**src/hw/rtl/jsu_pkg.sv**
```systemverilog
// Shared types, character codes and decode helpers for the JSON string unescaper.
// No dependencies; used by json_string_unescaper_core.
`default_nettype none

package jsu_pkg;

  // Decoder mode, one-hot
  typedef enum logic [5:0] {
    MODE_PLAIN   = 6'b000001,
    MODE_ESC     = 6'b000010,
    MODE_HEX     = 6'b000100,
    MODE_WANT_BS = 6'b001000,
    MODE_WANT_U  = 6'b010000,
    MODE_TRAIL   = 6'b100000
  } mode_t;

  localparam logic [7:0] CH_NUL    = 8'h00;
  localparam logic [7:0] CH_QUOTE  = 8'h22;
  localparam logic [7:0] CH_SLASH  = 8'h2F;
  localparam logic [7:0] CH_BSLASH = 8'h5C;
  localparam logic [7:0] CH_B      = 8'h62;
  localparam logic [7:0] CH_F      = 8'h66;
  localparam logic [7:0] CH_N      = 8'h6E;
  localparam logic [7:0] CH_R      = 8'h72;
  localparam logic [7:0] CH_T      = 8'h74;
  localparam logic [7:0] CH_U      = 8'h75;
  localparam logic [7:0] CH_0      = 8'h30;
  localparam logic [7:0] CH_9      = 8'h39;
  localparam logic [7:0] CH_LA     = 8'h61;
  localparam logic [7:0] CH_LF     = 8'h66;
  localparam logic [7:0] CH_UA     = 8'h41;
  localparam logic [7:0] CH_UF     = 8'h46;

  // Top six bits of a UTF-16 lead / trail surrogate
  localparam logic [5:0] LEAD_TAG  = 6'b110110;
  localparam logic [5:0] TRAIL_TAG = 6'b110111;

  localparam int unsigned MAX_BEATS = 4;
  localparam int unsigned CNT_W     = $clog2(MAX_BEATS + 1);

  typedef struct packed {
    logic       ok;
    logic [3:0] val;
  } hex_t;

  // Up to four UTF-8 bytes, first byte in the top lane
  typedef struct packed {
    logic [8*MAX_BEATS-1:0] bytes;
    logic [CNT_W-1:0]       cnt;
  } utf8_t;

  // Result group waiting on the output channel
  typedef struct packed {
    logic [8*MAX_BEATS-1:0] bytes;
    logic [CNT_W-1:0]       rem;
    logic                   eos;
    logic                   fail;
  } grp_t;

  function automatic hex_t hex_decode(input logic [7:0] c);
    hex_t h;
    h.ok  = 1'b0;
    h.val = 4'd0;
    if (c >= CH_0 && c <= CH_9) begin
      h.ok  = 1'b1;
      h.val = c[3:0];
    end else if ((c >= CH_LA && c <= CH_LF) || (c >= CH_UA && c <= CH_UF)) begin
      h.ok  = 1'b1;
      h.val = c[3:0] + 4'd9;
    end
    return h;
  endfunction

  function automatic utf8_t utf8_encode(input logic [20:0] cp);
    utf8_t u;
    u.bytes = '0;
    u.cnt   = CNT_W'(0);
    if (cp == 21'd0) begin
      u.cnt = CNT_W'(0);
    end else if (cp[20:7] == 14'd0) begin
      u.cnt   = CNT_W'(1);
      u.bytes = {cp[7:0], 24'd0};
    end else if (cp[20:11] == 10'd0) begin
      u.cnt   = CNT_W'(2);
      u.bytes = {3'b110, cp[10:6], 2'b10, cp[5:0], 16'd0};
    end else if (cp[20:16] == 5'd0) begin
      u.cnt   = CNT_W'(3);
      u.bytes = {4'b1110, cp[15:12], 2'b10, cp[11:6], 2'b10, cp[5:0], 8'd0};
    end else begin
      u.cnt   = CNT_W'(4);
      u.bytes = {5'b11110, cp[20:18], 2'b10, cp[17:12], 2'b10, cp[11:6],
                 2'b10, cp[5:0]};
    end
    return u;
  endfunction

endpackage

`default_nettype wire

```
**src/hw/rtl/json_string_unescaper_core.sv**
```systemverilog
// JSON string body unescaper: escaped bytes in, UTF-8 bytes plus end beat out.
// Depends on jsu_pkg (mode type, character codes, hex and UTF-8 helpers).
//
// Usage:
//   Input channel (in_valid / in_stall / in_byte) carries the string body one
//   byte per beat; a zero byte terminates the string. Output channel
//   (out_valid / out_stall / out_*) carries decoded UTF-8 bytes, then a single
//   end beat with out_byte = 0, out_end_of_string = 1 and out_failed set if
//   the string was malformed. Bytes that decode to nothing (backslash, hex
//   digits, a \u0000 escape, anything after an error) give no beat.
// Timing:
//   An accepted byte waits in the input register, is decoded from there
//   and lands in the result register, which drives its first output beat.
//   Throughput is one byte per cycle while each byte yields at most one beat
//   and the receiver does not stall. A \u escape that yields more than one
//   UTF-8 byte holds the result register until its last byte leaves, and
//   the input side stalls meanwhile; the input register still takes one
//   byte during that time.
// Reset (rst_n low, synchronous) empties both registers and returns the
// decoder to plain mode with no error. When the receiver stalls, the current
// beat holds, the result group does not drain and the input backs up after
// one buffered byte.
`default_nettype none

module json_string_unescaper_core (
  input  wire logic       clk,
  input  wire logic       rst_n,
  input  wire logic       in_valid,
  output      logic       in_stall,
  input  wire logic [7:0] in_byte,
  output      logic       out_valid,
  input  wire logic       out_stall,
  output      logic [7:0] out_byte,
  output      logic       out_end_of_string,
  output      logic       out_failed
);

  localparam int unsigned BW = 8 * jsu_pkg::MAX_BEATS;

  // Input register
  logic       in_vld_r, in_vld_nxt;
  logic [7:0] in_byte_r;

  // Decoder state
  jsu_pkg::mode_t mode_r, mode_nxt;
  logic [1:0]     dig_r, dig_nxt;   // hex digit index within a code unit
  logic [11:0]    code_r, code_nxt; // hex digits collected so far (first three)
  logic [9:0]     lead_r, lead_nxt; // low bits of a pending lead surrogate
  logic           err_r, err_nxt;

  // Result register
  jsu_pkg::grp_t grp_r, grp_nxt;
  jsu_pkg::grp_t dec_grp;           // what this byte produces

  logic in_acc, out_pop, grp_free, advance;

  // Decode scratch
  jsu_pkg::hex_t  hx;
  jsu_pkg::utf8_t enc;
  logic [15:0]    unit_new;
  logic [20:0]    cp_pair;
  logic           do_fail;

  assign out_valid         = (grp_r.rem != '0);
  assign out_byte          = grp_r.bytes[BW-1 -: 8];
  assign out_end_of_string = grp_r.eos;
  assign out_failed        = grp_r.fail;

  assign out_pop  = out_valid && !out_stall;
  // Result register frees when empty or when its last beat leaves now
  assign grp_free = !out_valid || (out_pop && grp_r.rem == jsu_pkg::CNT_W'(1));
  assign advance  = in_vld_r && grp_free;
  assign in_stall = in_vld_r && !advance;
  assign in_acc   = in_valid && !in_stall;

  assign hx       = jsu_pkg::hex_decode(in_byte_r);
  assign unit_new = {code_r, hx.val};
  // Supplementary code point from a surrogate pair
  assign cp_pair  = 21'h10000 + {1'b0, lead_r, unit_new[9:0]};

  always_comb begin
    mode_nxt = mode_r;
    dig_nxt  = dig_r;
    code_nxt = code_r;
    lead_nxt = lead_r;
    err_nxt  = err_r;
    do_fail  = 1'b0;
    enc      = '0;
    dec_grp  = '0;

    if (in_byte_r == jsu_pkg::CH_NUL) begin
      // Terminator: one end beat, then back to reset state
      dec_grp.rem  = jsu_pkg::CNT_W'(1);
      dec_grp.eos  = 1'b1;
      dec_grp.fail = err_r || (mode_r != jsu_pkg::MODE_PLAIN);
      mode_nxt     = jsu_pkg::MODE_PLAIN;
      dig_nxt      = 2'd0;
      code_nxt     = 12'd0;
      lead_nxt     = 10'd0;
      err_nxt      = 1'b0;
    end else if (!err_r) begin
      unique case (mode_r)
        jsu_pkg::MODE_PLAIN: begin
          if (in_byte_r == jsu_pkg::CH_BSLASH) begin
            mode_nxt = jsu_pkg::MODE_ESC;
          end else begin
            dec_grp.rem   = jsu_pkg::CNT_W'(1);
            dec_grp.bytes = {in_byte_r, 24'd0};
          end
        end
        jsu_pkg::MODE_ESC: begin
          mode_nxt    = jsu_pkg::MODE_PLAIN;
          dec_grp.rem = jsu_pkg::CNT_W'(1);
          case (in_byte_r) inside
            jsu_pkg::CH_QUOTE,
            jsu_pkg::CH_BSLASH,
            jsu_pkg::CH_SLASH: dec_grp.bytes = {in_byte_r, 24'd0};
            jsu_pkg::CH_B:     dec_grp.bytes = {8'h08, 24'd0};
            jsu_pkg::CH_F:     dec_grp.bytes = {8'h0C, 24'd0};
            jsu_pkg::CH_N:     dec_grp.bytes = {8'h0A, 24'd0};
            jsu_pkg::CH_R:     dec_grp.bytes = {8'h0D, 24'd0};
            jsu_pkg::CH_T:     dec_grp.bytes = {8'h09, 24'd0};
            jsu_pkg::CH_U: begin
              dec_grp.rem = '0;
              mode_nxt    = jsu_pkg::MODE_HEX;
              dig_nxt     = 2'd0;
              code_nxt    = 12'd0;
            end
            default: begin
              dec_grp.rem = '0;
              do_fail     = 1'b1;
            end
          endcase
        end
        jsu_pkg::MODE_HEX: begin
          if (!hx.ok) begin
            do_fail = 1'b1;
          end else if (dig_r != 2'd3) begin
            dig_nxt  = dig_r + 2'd1;
            code_nxt = unit_new[11:0];
          end else if (unit_new[15:10] == jsu_pkg::LEAD_TAG) begin
            lead_nxt = unit_new[9:0];
            code_nxt = 12'd0;
            mode_nxt = jsu_pkg::MODE_WANT_BS;
          end else if (unit_new[15:10] == jsu_pkg::TRAIL_TAG) begin
            do_fail = 1'b1;
          end else begin
            enc           = jsu_pkg::utf8_encode({5'd0, unit_new});
            dec_grp.rem   = enc.cnt;
            dec_grp.bytes = enc.bytes;
            mode_nxt      = jsu_pkg::MODE_PLAIN;
            code_nxt      = 12'd0;
          end
        end
        jsu_pkg::MODE_WANT_BS: begin
          if (in_byte_r == jsu_pkg::CH_BSLASH) begin
            mode_nxt = jsu_pkg::MODE_WANT_U;
          end else begin
            do_fail = 1'b1;
          end
        end
        jsu_pkg::MODE_WANT_U: begin
          if (in_byte_r == jsu_pkg::CH_U) begin
            mode_nxt = jsu_pkg::MODE_TRAIL;
            dig_nxt  = 2'd0;
            code_nxt = 12'd0;
          end else begin
            do_fail = 1'b1;
          end
        end
        jsu_pkg::MODE_TRAIL: begin
          if (!hx.ok) begin
            do_fail = 1'b1;
          end else if (dig_r != 2'd3) begin
            dig_nxt  = dig_r + 2'd1;
            code_nxt = unit_new[11:0];
          end else if (unit_new[15:10] != jsu_pkg::TRAIL_TAG) begin
            do_fail = 1'b1;
          end else begin
            enc           = jsu_pkg::utf8_encode(cp_pair);
            dec_grp.rem   = enc.cnt;
            dec_grp.bytes = enc.bytes;
            mode_nxt      = jsu_pkg::MODE_PLAIN;
            code_nxt      = 12'd0;
            lead_nxt      = 10'd0;
          end
        end
        default: begin
          mode_nxt = jsu_pkg::MODE_PLAIN;
        end
      endcase

      if (do_fail) begin
        // Malformed: latch error, drop to plain, swallow bytes until the end
        err_nxt  = 1'b1;
        mode_nxt = jsu_pkg::MODE_PLAIN;
        dig_nxt  = 2'd0;
        code_nxt = 12'd0;
        lead_nxt = 10'd0;
      end
    end
  end

  // Result register: load a fresh group or shift out one beat
  always_comb begin
    grp_nxt = grp_r;
    if (advance && dec_grp.rem != '0) begin
      grp_nxt = dec_grp;
    end else if (out_pop) begin
      grp_nxt.rem   = grp_r.rem - jsu_pkg::CNT_W'(1);
      grp_nxt.bytes = {grp_r.bytes[BW-9:0], 8'd0};
    end
  end

  always_comb begin
    in_vld_nxt = in_vld_r;
    if (in_acc) begin
      in_vld_nxt = 1'b1;
    end else if (advance) begin
      in_vld_nxt = 1'b0;
    end
  end

  // Control state and result register
  always_ff @(posedge clk) begin
    if (!rst_n) begin
      in_vld_r <= 1'b0;
      mode_r   <= jsu_pkg::MODE_PLAIN;
      dig_r    <= 2'd0;
      err_r    <= 1'b0;
      grp_r    <= '0;
    end else begin
      in_vld_r <= in_vld_nxt;
      grp_r    <= grp_nxt;
      if (advance) begin
        mode_r <= mode_nxt;
        dig_r  <= dig_nxt;
        err_r  <= err_nxt;
      end
    end
  end

  // Payload
  always_ff @(posedge clk) begin
    if (in_acc) begin
      in_byte_r <= in_byte;
    end
    if (advance) begin
      code_r <= code_nxt;
      lead_r <= lead_nxt;
    end
  end

`ifndef SYNTHESIS
  // Error state always sits in plain mode
  a_err_plain: assert property (@(posedge clk) disable iff (!rst_n)
    err_r |-> (mode_r == jsu_pkg::MODE_PLAIN))
    else $error("error flag set outside plain mode");

  // End beat is a lone zero byte
  a_end_beat: assert property (@(posedge clk) disable iff (!rst_n)
    (out_valid && out_end_of_string) |->
      (out_byte == 8'd0 && grp_r.rem == jsu_pkg::CNT_W'(1)))
    else $error("malformed end beat");

  // A terminator leaves the decoder clean
  a_term_clear: assert property (@(posedge clk) disable iff (!rst_n)
    (advance && in_byte_r == jsu_pkg::CH_NUL) |=>
      (!err_r && mode_r == jsu_pkg::MODE_PLAIN))
    else $error("state not cleared after terminator");

  // Result group never exceeds four beats
  a_rem_max: assert property (@(posedge clk) disable iff (!rst_n)
    grp_r.rem <= jsu_pkg::CNT_W'(jsu_pkg::MAX_BEATS))
    else $error("result group overflow");
`endif

endmodule

`default_nettype wire
```
**config.mk**
```make
export PLATFORM = sky130hd
export DESIGN_NAME = json_string_unescaper_core
export DESIGN_NICKNAME = d
export VERILOG_FILES = /design/src/hw/rtl/jsu_pkg.sv /design/src/hw/rtl/json_string_unescaper_core.sv
export SDC_FILE = /design/constraint.sdc
export NUM_CORES = 1
export LEC_CHECK = 0
export BUFFER_PORTS_ARGS = -buffer_cell sky130_fd_sc_hd__buf_2
export CAP_MARGIN = 5
export CORE_MARGIN = 2
export CORE_UTILIZATION = 64
export CTS_BUF_LIST = sky130_fd_sc_hd__clkbuf_4 sky130_fd_sc_hd__clkbuf_8
export DETAILED_ROUTE_END_ITERATION = 7
export PLACE_DENSITY = 0.89
export SYNTH_ARGS = -nofsm -noshare
export SYNTH_HDL_FRONTEND = slang
export SYNTH_SLANG_ARGS = --single-unit
```
**constraint.sdc**
```tcl
create_clock -name clk -period 5.3 [get_ports clk]
set_input_delay 0.795 -clock clk [delete_from_list [all_inputs] [get_ports clk]]
set_output_delay 0.795 -clock clk [all_outputs]
set_load 0.02 [all_outputs]
```
==> results.txt, run 1 <==
The flow ran to the end, and the final reports show no timing, DRC or antenna violations. The via count of the first global-routing pass came out at 4,325. The xor/xnor share of the synthesized area is 0.896%. 0 antenna diodes ended up in the layout. The area of the core came out at 7330 um^2.

In this run the worst setup path begins at in_byte_r[1]. The average instance in the mapped netlist occupies 8.92 um^2. The clock transition time at the flip-flop clock pins of the worst setup and hold paths came out at 80 ps. The boundary pin count is 24. The final-stage net count came out at 558. The number of library cell types mapped by synthesis is 77.

The worst ir drop on vdd came out at 0.192 mV. The power density normalized to cell area is 326 nW/um^2. After Yosys synthesis, full adders, half adders and majority gates account for 2.56% of the synthesized area. The time the worst path needs with I/O delays and setup is 4240 ps. By area the synthesized netlist is led by sky130_fd_sc_hd__edfxtp_1 (18%), sky130_fd_sc_hd__dfxtp_1 (18%), sky130_fd_sc_hd__a22o_1 (3.9%), sky130_fd_sc_hd__mux2i_1 (3.9%), sky130_fd_sc_hd__nor2_1 (3.8%). The type of element capturing the critical path is a register. After detailed routing, the number of vias per cell comes to 7.29. Setup repair after global routing left no endpoint under its margin. The wire length of the first global-routing pass is 21.5 mm. TritonCTS created 9 clock buffers. The number of gates given a new drive strength after cts came out at 0. The number of violations of the max-capacitance limit came out at 0. The die outline area is 8350 um^2. The most common library cell in the layout ignoring fill and taps is sky130_fd_sc_hd__nor2_1. For this run, the leading register cell type out of synthesis is sky130_fd_sc_hd__dfxtp_1.

Walking the worst path, the cells encountered are inv_1, ha_1, nor3b_1, nor2_1, a32o_1, or4b_1, a31o_1, o31a_1, nor4_4, a22o_1. The required arrival time at the worst endpoint came out at 5610 ps. In this run the static leakage power is 1.87 nW. The top cell types in the final layout, fill and taps aside, are sky130_fd_sc_hd__nor2_1 (50), sky130_fd_sc_hd__dfxtp_1 (44), sky130_fd_sc_hd__edfxtp_1 (30). The synthesis-to-finish area growth came out at 6.04%. The synthesized instance count is 548. The final clock period utilization by the worst path is 79.9%. Measured against the total synthesized area, the mux share comes to 3.89%. The mapped netlist covers 4890 um^2.

The detailed router's first-iteration violation count came out at 541. After synthesis, the largest family of logic cells by area is compound AO/OA/AOI/OAI gates. The number of antenna violations at the first check in global routing came out at 0. When the netlist entered floorplanning its net count stood at 570. The startpoint identified for the worst hold timing path is out_byte[6].

For the final database, setup skew stands at 12.1 ps. The data arrival at the endpoint of the critical path is 4540 ps. The number of synthesized flops with an enable pin came out at 30.

The total negative slack for setup checks came out at 0 ps. The maximum number of pins on one net before global-route repair came out at 27. The number of inserted filler cells in the final layout came out at 525. The number of buffers on the longest clock path is 2.

STA classifies the critical path startpoint as a register. After synthesis the netlist holds a flip-flop and latch count of 74. The die extent in x came out at 91.4 um. For this run, the slowest stage of the critical path takes 680 ps. The total placed cells including tap cells came out at 624. Counting both buffers and inverters, the worst setup path holds a total of 1.

Of all cell types, the one taking the most synthesized area is sky130_fd_sc_hd__edfxtp_1. Derived from the worst setup path, the maximum achievable clock frequency is 0.236 GHz. The total number of vias is 4,664. The length of the first detailed-routing pass in iterations is 6.

TritonCTS built the clock tree. The setup fix buffers added after clock tree synthesis came out at 0. In the routed design, unresolved DRC markers number 0. The critical path is of the reg2reg type. The sum of routed wire length over all layers came out at 13.5 mm.

At the pin with the least slew margin, the transition time is 1240 ps. Hold repair after CTS inserted 0 buffers. In this run the biggest area consumer among cell types represents 18.4% of the synthesized area. The final instance count without filler cells came out at 640. The clock sink count came out at 74.

The compound-gate portion of the synthesized area is 26.2%. The portion of the post-synthesis area used by sequential elements is 36.4%. Measured against its own limit, the worst slew margin works out to 17.0%. Cells with a size suffix above 1 make up 12.9% of the layout. The final number of setup-violating endpoints is 0. Row generation in the floorplan step produced 31 rows. The worst register-to-register path begins at in_byte_r[1]. The starting density of the core is 66.7%. The later-pin clock latency in the skew report came out at 360 ps. The routed length per placed instance is 21.0 um. Broken down by cell family, the worst path's largest delay share belongs to simple AND/OR/NAND/NOR gates. The number of max-slew violations in the final report came to 0.

The chip height is 91.4 um. The class of the tightest hold or removal check is reg2reg. The quantity of I/O buffers inserted on ports came out at 23. The number of H-tree levels is 3. The number of synthesis warnings came out at 0. After Yosys synthesis, and, or, nand and nor cells account for 24.0% of the synthesized area. The final estimated routing congestion in global placement came out at 1.06. The maximum fanout encountered on the critical timing path is 12.

The buffer cell driving the clock tree root is sky130_fd_sc_hd__clkbuf_8. The highest-delay cell along the critical path is sky130_fd_sc_hd__or4b_1. The total congestion overflow after global routing is 0.

The count of endpoints failing hold in the final timing report came out at 0. The number of nets with antenna violations after detailed routing came out at 0. The async set-or-reset flop fraction in the synthesized netlist came out at 0%. The overall track demand over capacity in global routing came out at 32.1%. After legalization and detailed placement, the total HPWL measured 9.48 mm.
[final timing paths]
kind,endpoint,slack [ps],depth (start not counted)
worst min register to register,out_byte[6],460,1
worst max register to register,grp_r[5],1060,10
worst min-delay path,out_byte[6],460,1
worst max-delay path,grp_r[5],1060,10
[where the power goes]
group          leakage, nW  internal [mW]  switching, mW
registers            0.633          0.630         0.0398
logic                 1.10          0.158          0.264
clock network        0.134          0.368          0.230
[layout make-up]
cell class / instances / area (um^2) / share of cell area [%]
timing repair buffer: 27 / 145 / 2.80
multi-input combinational: 411 / 2820 / 54.3
clock inverter: 6 / 138 / 2.66
clock buffer: 10 / 131 / 2.53
inverter: 13 / 48.8 / 0.941
tap: 99 / 124 / 2.39
sequential: 74 / 1780 / 34.4
[worst register-to-register path: stages, from the launching register on]
cell and delay (ps):
sky130_fd_sc_hd__edfxtp_1 530, sky130_fd_sc_hd__inv_1 110, sky130_fd_sc_hd__ha_1 280, sky130_fd_sc_hd__nor3b_1 500
sky130_fd_sc_hd__nor2_1 100, sky130_fd_sc_hd__a32o_1 390, sky130_fd_sc_hd__or4b_1 680, sky130_fd_sc_hd__a31o_1 280
sky130_fd_sc_hd__o31a_1 450, sky130_fd_sc_hd__nor4_4 620, sky130_fd_sc_hd__a22o_1 240
[stage by stage]
| step | power [mW] | util [%] | cell area (um^2) | hold WS, ps | setup slack (ps) |
|---|---|---|---|---|---|
| 2_1_floorplan | 1.02 | - | 4890 | 426 | 1520 |
| 3_3_place_gp | 1.07 | 67.0 | 4910 | 436 | 1430 |
| 3_5_place_dp | 1.09 | 67.0 | 4910 | 443 | 1240 |
| 4_1_cts | 1.68 | 70.7 | 5180 | 464 | 1210 |
| 5_1_grt | 1.75 | 70.7 | 5180 | 497 | 905 |
| 6_report | 1.69 | 70.7 | 5180 | 464 | 1060 |
[flip-flops by register name (all words and copies together), names as in the netlist]
| signal | count |
|---|---|
| out_byte | 8 |
| dig_r | 2 |
| code_r | 12 |
| out_failed | 1 |
| mode_r | 6 |
| grp_r | 24 |
| out_end_of_string | 1 |
| in_byte_r | 8 |
| err_r | 1 |
| in_vld_r | 1 |
| lead_r | 10 |
[routing by layer]
layer  up-vias  track usage (%)  wire length [um]
li1       2081                -                 -
met1      2125             41.0              5240
met2       362             51.2              6050
met3        96             7.63              1470
met4         0             15.0               694
met5         -                0                 0
[cells in the mapped netlist, drive strengths merged (3+ instances only)]
library cell  number
nor2              50
a21o               8
a31o               3
o21ai             21
nor2b              7
o21bai             4
dfxtp             44
inv               13
nand3              7
nor4              11
nor3b              8
xnor2              3
edfxtp            30
a22oi              7
nand2             25
or3                8
or2                6
ha                10
o31ai              3
or4                4
nand4              8
a211oi            10
a22o              22
nand3b             3
nand2b             9
o21a               5
mux2i             19
a221oi             4
o22ai             22
a222oi             3
nor3              15
and2               5
a31oi              6
a21oi             28
or3b               5
and3              21
clkbuf            29
buf               21
[cells by family (layout without fill, tap and decap cells)]
kind of cell | count (synthesis) | in the layout
AO/OA/AOI/OAI | 173 | 173
XOR/XNOR | 5 | 5
multiplexers | 19 | 19
adder cells (fa/ha/maj) | 10 | 10
AND/OR/NAND/NOR | 204 | 204
buffers and inverters | 63 | 56
flip-flops | 74 | 74
Note: power is estimated with default switching activity, not from simulation.
==> run 2, diff against run 1 <==
Settings changed: CORE_UTILIZATION 64 to 58, PLACE_DENSITY 0.89 to 0.85.
Clock period 5.3 ns to 3.65 ns, I/O delays scaled along.
==> run 2 against run 1 <==
Compared with the run above:
- worst setup slack lost 950 ps
- critical path depth increased by 1
- via count shrank 0.24%
- cell count is 5.9% higher
- non-clock buffer count is 32 higher
==> results.txt, run 2 (synthesized netlist as in run 1, its figures left out) <==
The global routing stage identified its most utilized layer as met2. The final number of setup-violating endpoints is 0 (unchanged). The run finished with clean final reports. The part of the power in combinational logic is 28.5% (+3.6 points). The clock transition time at the flip-flop clock pins of the worst setup and hold paths is 90 ps (about the same). The peak clock frequency supported by timing is 0.283 GHz (+20%). The highest-delay cell along the critical path is sky130_fd_sc_hd__or4b_1. The die outline area came out at 9180 um^2 (+9.9%). The global routing met3 resource utilization came out at 6.42% (-1.2 points). The top cell types in the final layout, fill and taps aside, are sky130_fd_sc_hd__nor2_1 (50), sky130_fd_sc_hd__dfxtp_1 (44), sky130_fd_sc_hd__buf_4 (36). The final design utilization came out at 65.8% (-4.9 points). The total congestion overflow after global routing came to 0 (unchanged).

The routed length per placed instance is 20.1 um (-4.5%). The number of H-tree levels is 3 (unchanged). The number of hold buffers added after cts came to 0 (unchanged).

The number of buffers created by CTS is 9 (unchanged). The time the worst path needs with I/O delays and setup is 3540 ps (-698 ps). The final-stage net count came out at 590 (+5.7%). The overall track demand over capacity in global routing was 30.2% (-1.9 points). The number of buffers on the longest clock path was 2 (unchanged).

The wire length of the first global-routing pass is 21.3 mm (-0.90%). The number of standard-cell rows in the floorplan is 33 (+6.5%). The boundary pin count came out at 24 (unchanged). The power spent charging and discharging nets is 0.769 mW (+44%).

In this run the clock root is driven by a sky130_fd_sc_hd__clkbuf_8. The share of power burned in registers came out at 41.6% (+1.9 points). The detailed router's first-iteration violation count was 579 (+7.0%).

The class of the tightest hold or removal check is in2reg. The library cell used most frequently in the layout, excluding fill and tap cells, is sky130_fd_sc_hd__nor2_1. The data arrival at the endpoint of the critical path came out at 3780 ps (-760 ps). The normalized max-slew margin came out at 36.0% (+19 points).

The residual DRC count came out at 0 (unchanged). The met2 usage is 48.6% (-2.6 points). The worst clock skew came out at 11.5 ps (-0.614 ps).

The cell-internal power is 1.52 mW (+31%). The worst ir drop on vdd came out at 0.258 mV (+34%). The clock network fraction of design power is 29.9% (-5.5 points). Walking the worst path, the cells encountered are inv_2, ha_1, or3b_1, and3_4, nand4b_4, or4b_1, a31o_1, o31a_1, buf_4, o21a_2, a22o_1. The final total power came to 2.29 mW (+35%). The number of violations of the max-capacitance limit came to 0 (unchanged). The area of the core is 8180 um^2 (+12%). In the final layout, the registers with the most flip-flops are grp_r: 24 flops, code_r: 12 flops, lead_r: 10 flops. The number of nets with antenna violations after detailed routing came out at 0 (unchanged). The number of antenna violations at the first check in global routing came out at 0 (unchanged).

The maximum fanout encountered on the critical timing path came out at 10 (-2). The half-perimeter wire length after detailed placement is 10.0 mm (+5.7%). The flip-flop count of the largest register after layout came out at 24 (unchanged). The chip height was 95.8 um (+4.8%). The die extent in x came out at 95.8 um (+4.8%).

The final estimated routing congestion in global placement came out at 1.04 (-2.8%). The critical path is of the reg2reg type. The maximum number of pins on one net before global-route repair is 21 (-22%). The clock sink count came out at 74 (unchanged).

The total leakage power was 2.00 nW (+6.9%). The register with the most flip-flops in the final layout is grp_r. The number of max-slew violations in the final report is 0 (unchanged). The area growth from synthesis to layout is 10.0%.

The count of endpoints failing hold in the final timing report came out at 0 (unchanged). The power density normalized to cell area is 426 nW/um^2 (+31%). STA classifies the critical path startpoint as a register.

The fraction of layout instances using a drive strength above 1 came out at 18.5% (+5.6 points). TritonCTS built the clock tree. The sum of routed wire length over all layers came out at 13.6 mm (+1.1%).

The delay of the slowest cell on the worst path came out at 590 ps (-90 ps). The later-pin clock latency in the skew report came out at 360 ps (about the same). The post-detailed-route via-to-cell ratio was 6.86 (-5.8%). The total number of vias was 4,653 (-0.24%).

The final clock period utilization by the worst path came out at 96.9% (+17 points). The quantity of I/O buffers inserted on ports came to 23 (unchanged). The slew at the pin closest to its max-slew limit is 950 ps (-287 ps). The met1 track utilization from global routing is 41.0% (about the same). The required arrival time at the worst endpoint is 3900 ps (-1710 ps).

The antenna cell count came out at 0 (unchanged). The switching share of power is 33.6% (+2.0 points). The starting density of the core came out at 59.8% (-6.9 points). The type of element capturing the critical path is a register.

The via count of the first global-routing pass is 4,101 (-5.2%). The length of the first detailed-routing pass in iterations is 7 (+1).
[run 2: layout make-up]
| cell class | instances | area [um^2] |
|---|---|---|
| tap | 105 | 131 |
| fill | 666 | 2800 |
| multi-input combinational | 411 | 2830 |
| timing repair buffer | 59 | 385 |
| inverter | 13 | 48.8 |
| sequential | 74 | 1780 |
| clock inverter | 5 | 60.1 |
| clock buffer | 11 | 145 |
[run 2: critical path, delay by kind of cell (launching register included)]
kind                     cells  cell delay (ps)
flip-flops                   1              460
adder cells (fa/ha/maj)      1              190
buffers and inverters        2              310
AND/OR/NAND/NOR              4             1370
AO/OA/AOI/OAI                4             1110
[run 2: timing repair]
action / 4_1_cts / 5_1_grt
pin swaps: 1 / 0
resized for setup: 0 / 4
setup buffers: 0 / 1
setup endpoints to repair: 1 / 32
[run 2: power by group through the flow]
stage / clock network, mW / logic, mW / registers [mW]
4_1_cts: 0.685 / 0.643 / 0.952
5_1_grt: 0.716 / 0.707 / 0.961
6_report: 0.684 / 0.653 / 0.952
3_5_place_dp: 0 / 0.639 / 0.971
3_3_place_gp: 0 / 0.626 / 0.968
2_1_floorplan: 0 / 0.521 / 0.960
[run 2: through the flow]
step	std cells	hold slack (ps)	setup slack, ps	area [um^2]	setup TNS, ps
after CTS	677	364	24.7	5370	0
after global routing	678	359	-3.12	5380	-3.86
after global placement	661	436	158	5160	0
final	678	361	112	5380	0
after detailed placement	661	444	7.25	5160	0
after floorplan	548	426	5.89	4890	0
[run 2: layer usage]
| layer | share of wire [%] | wire, um | vias up |
|---|---|---|---|
| met5 | 0 | 0 | - |
| met4 | 2.2 | 304 | 0 |
| met3 | 9.4 | 1280 | 37 |
| met2 | 47 | 6350 | 293 |
| met1 | 42 | 5670 | 2179 |
| li1 | - | - | 2144 |
[run 2: worst paths after layout]
kind / from / end / slack, ps / cells after the start
worst min-delay path: in_byte[5] / in_byte_r[5] / 360 / 1
worst min register to register: out_end_of_string / out_end_of_string / 460 / 2
worst max register to register: in_byte_r[0] / grp_r[10] / 110 / 11
worst max-delay path: in_byte_r[0] / grp_r[10] / 110 / 11
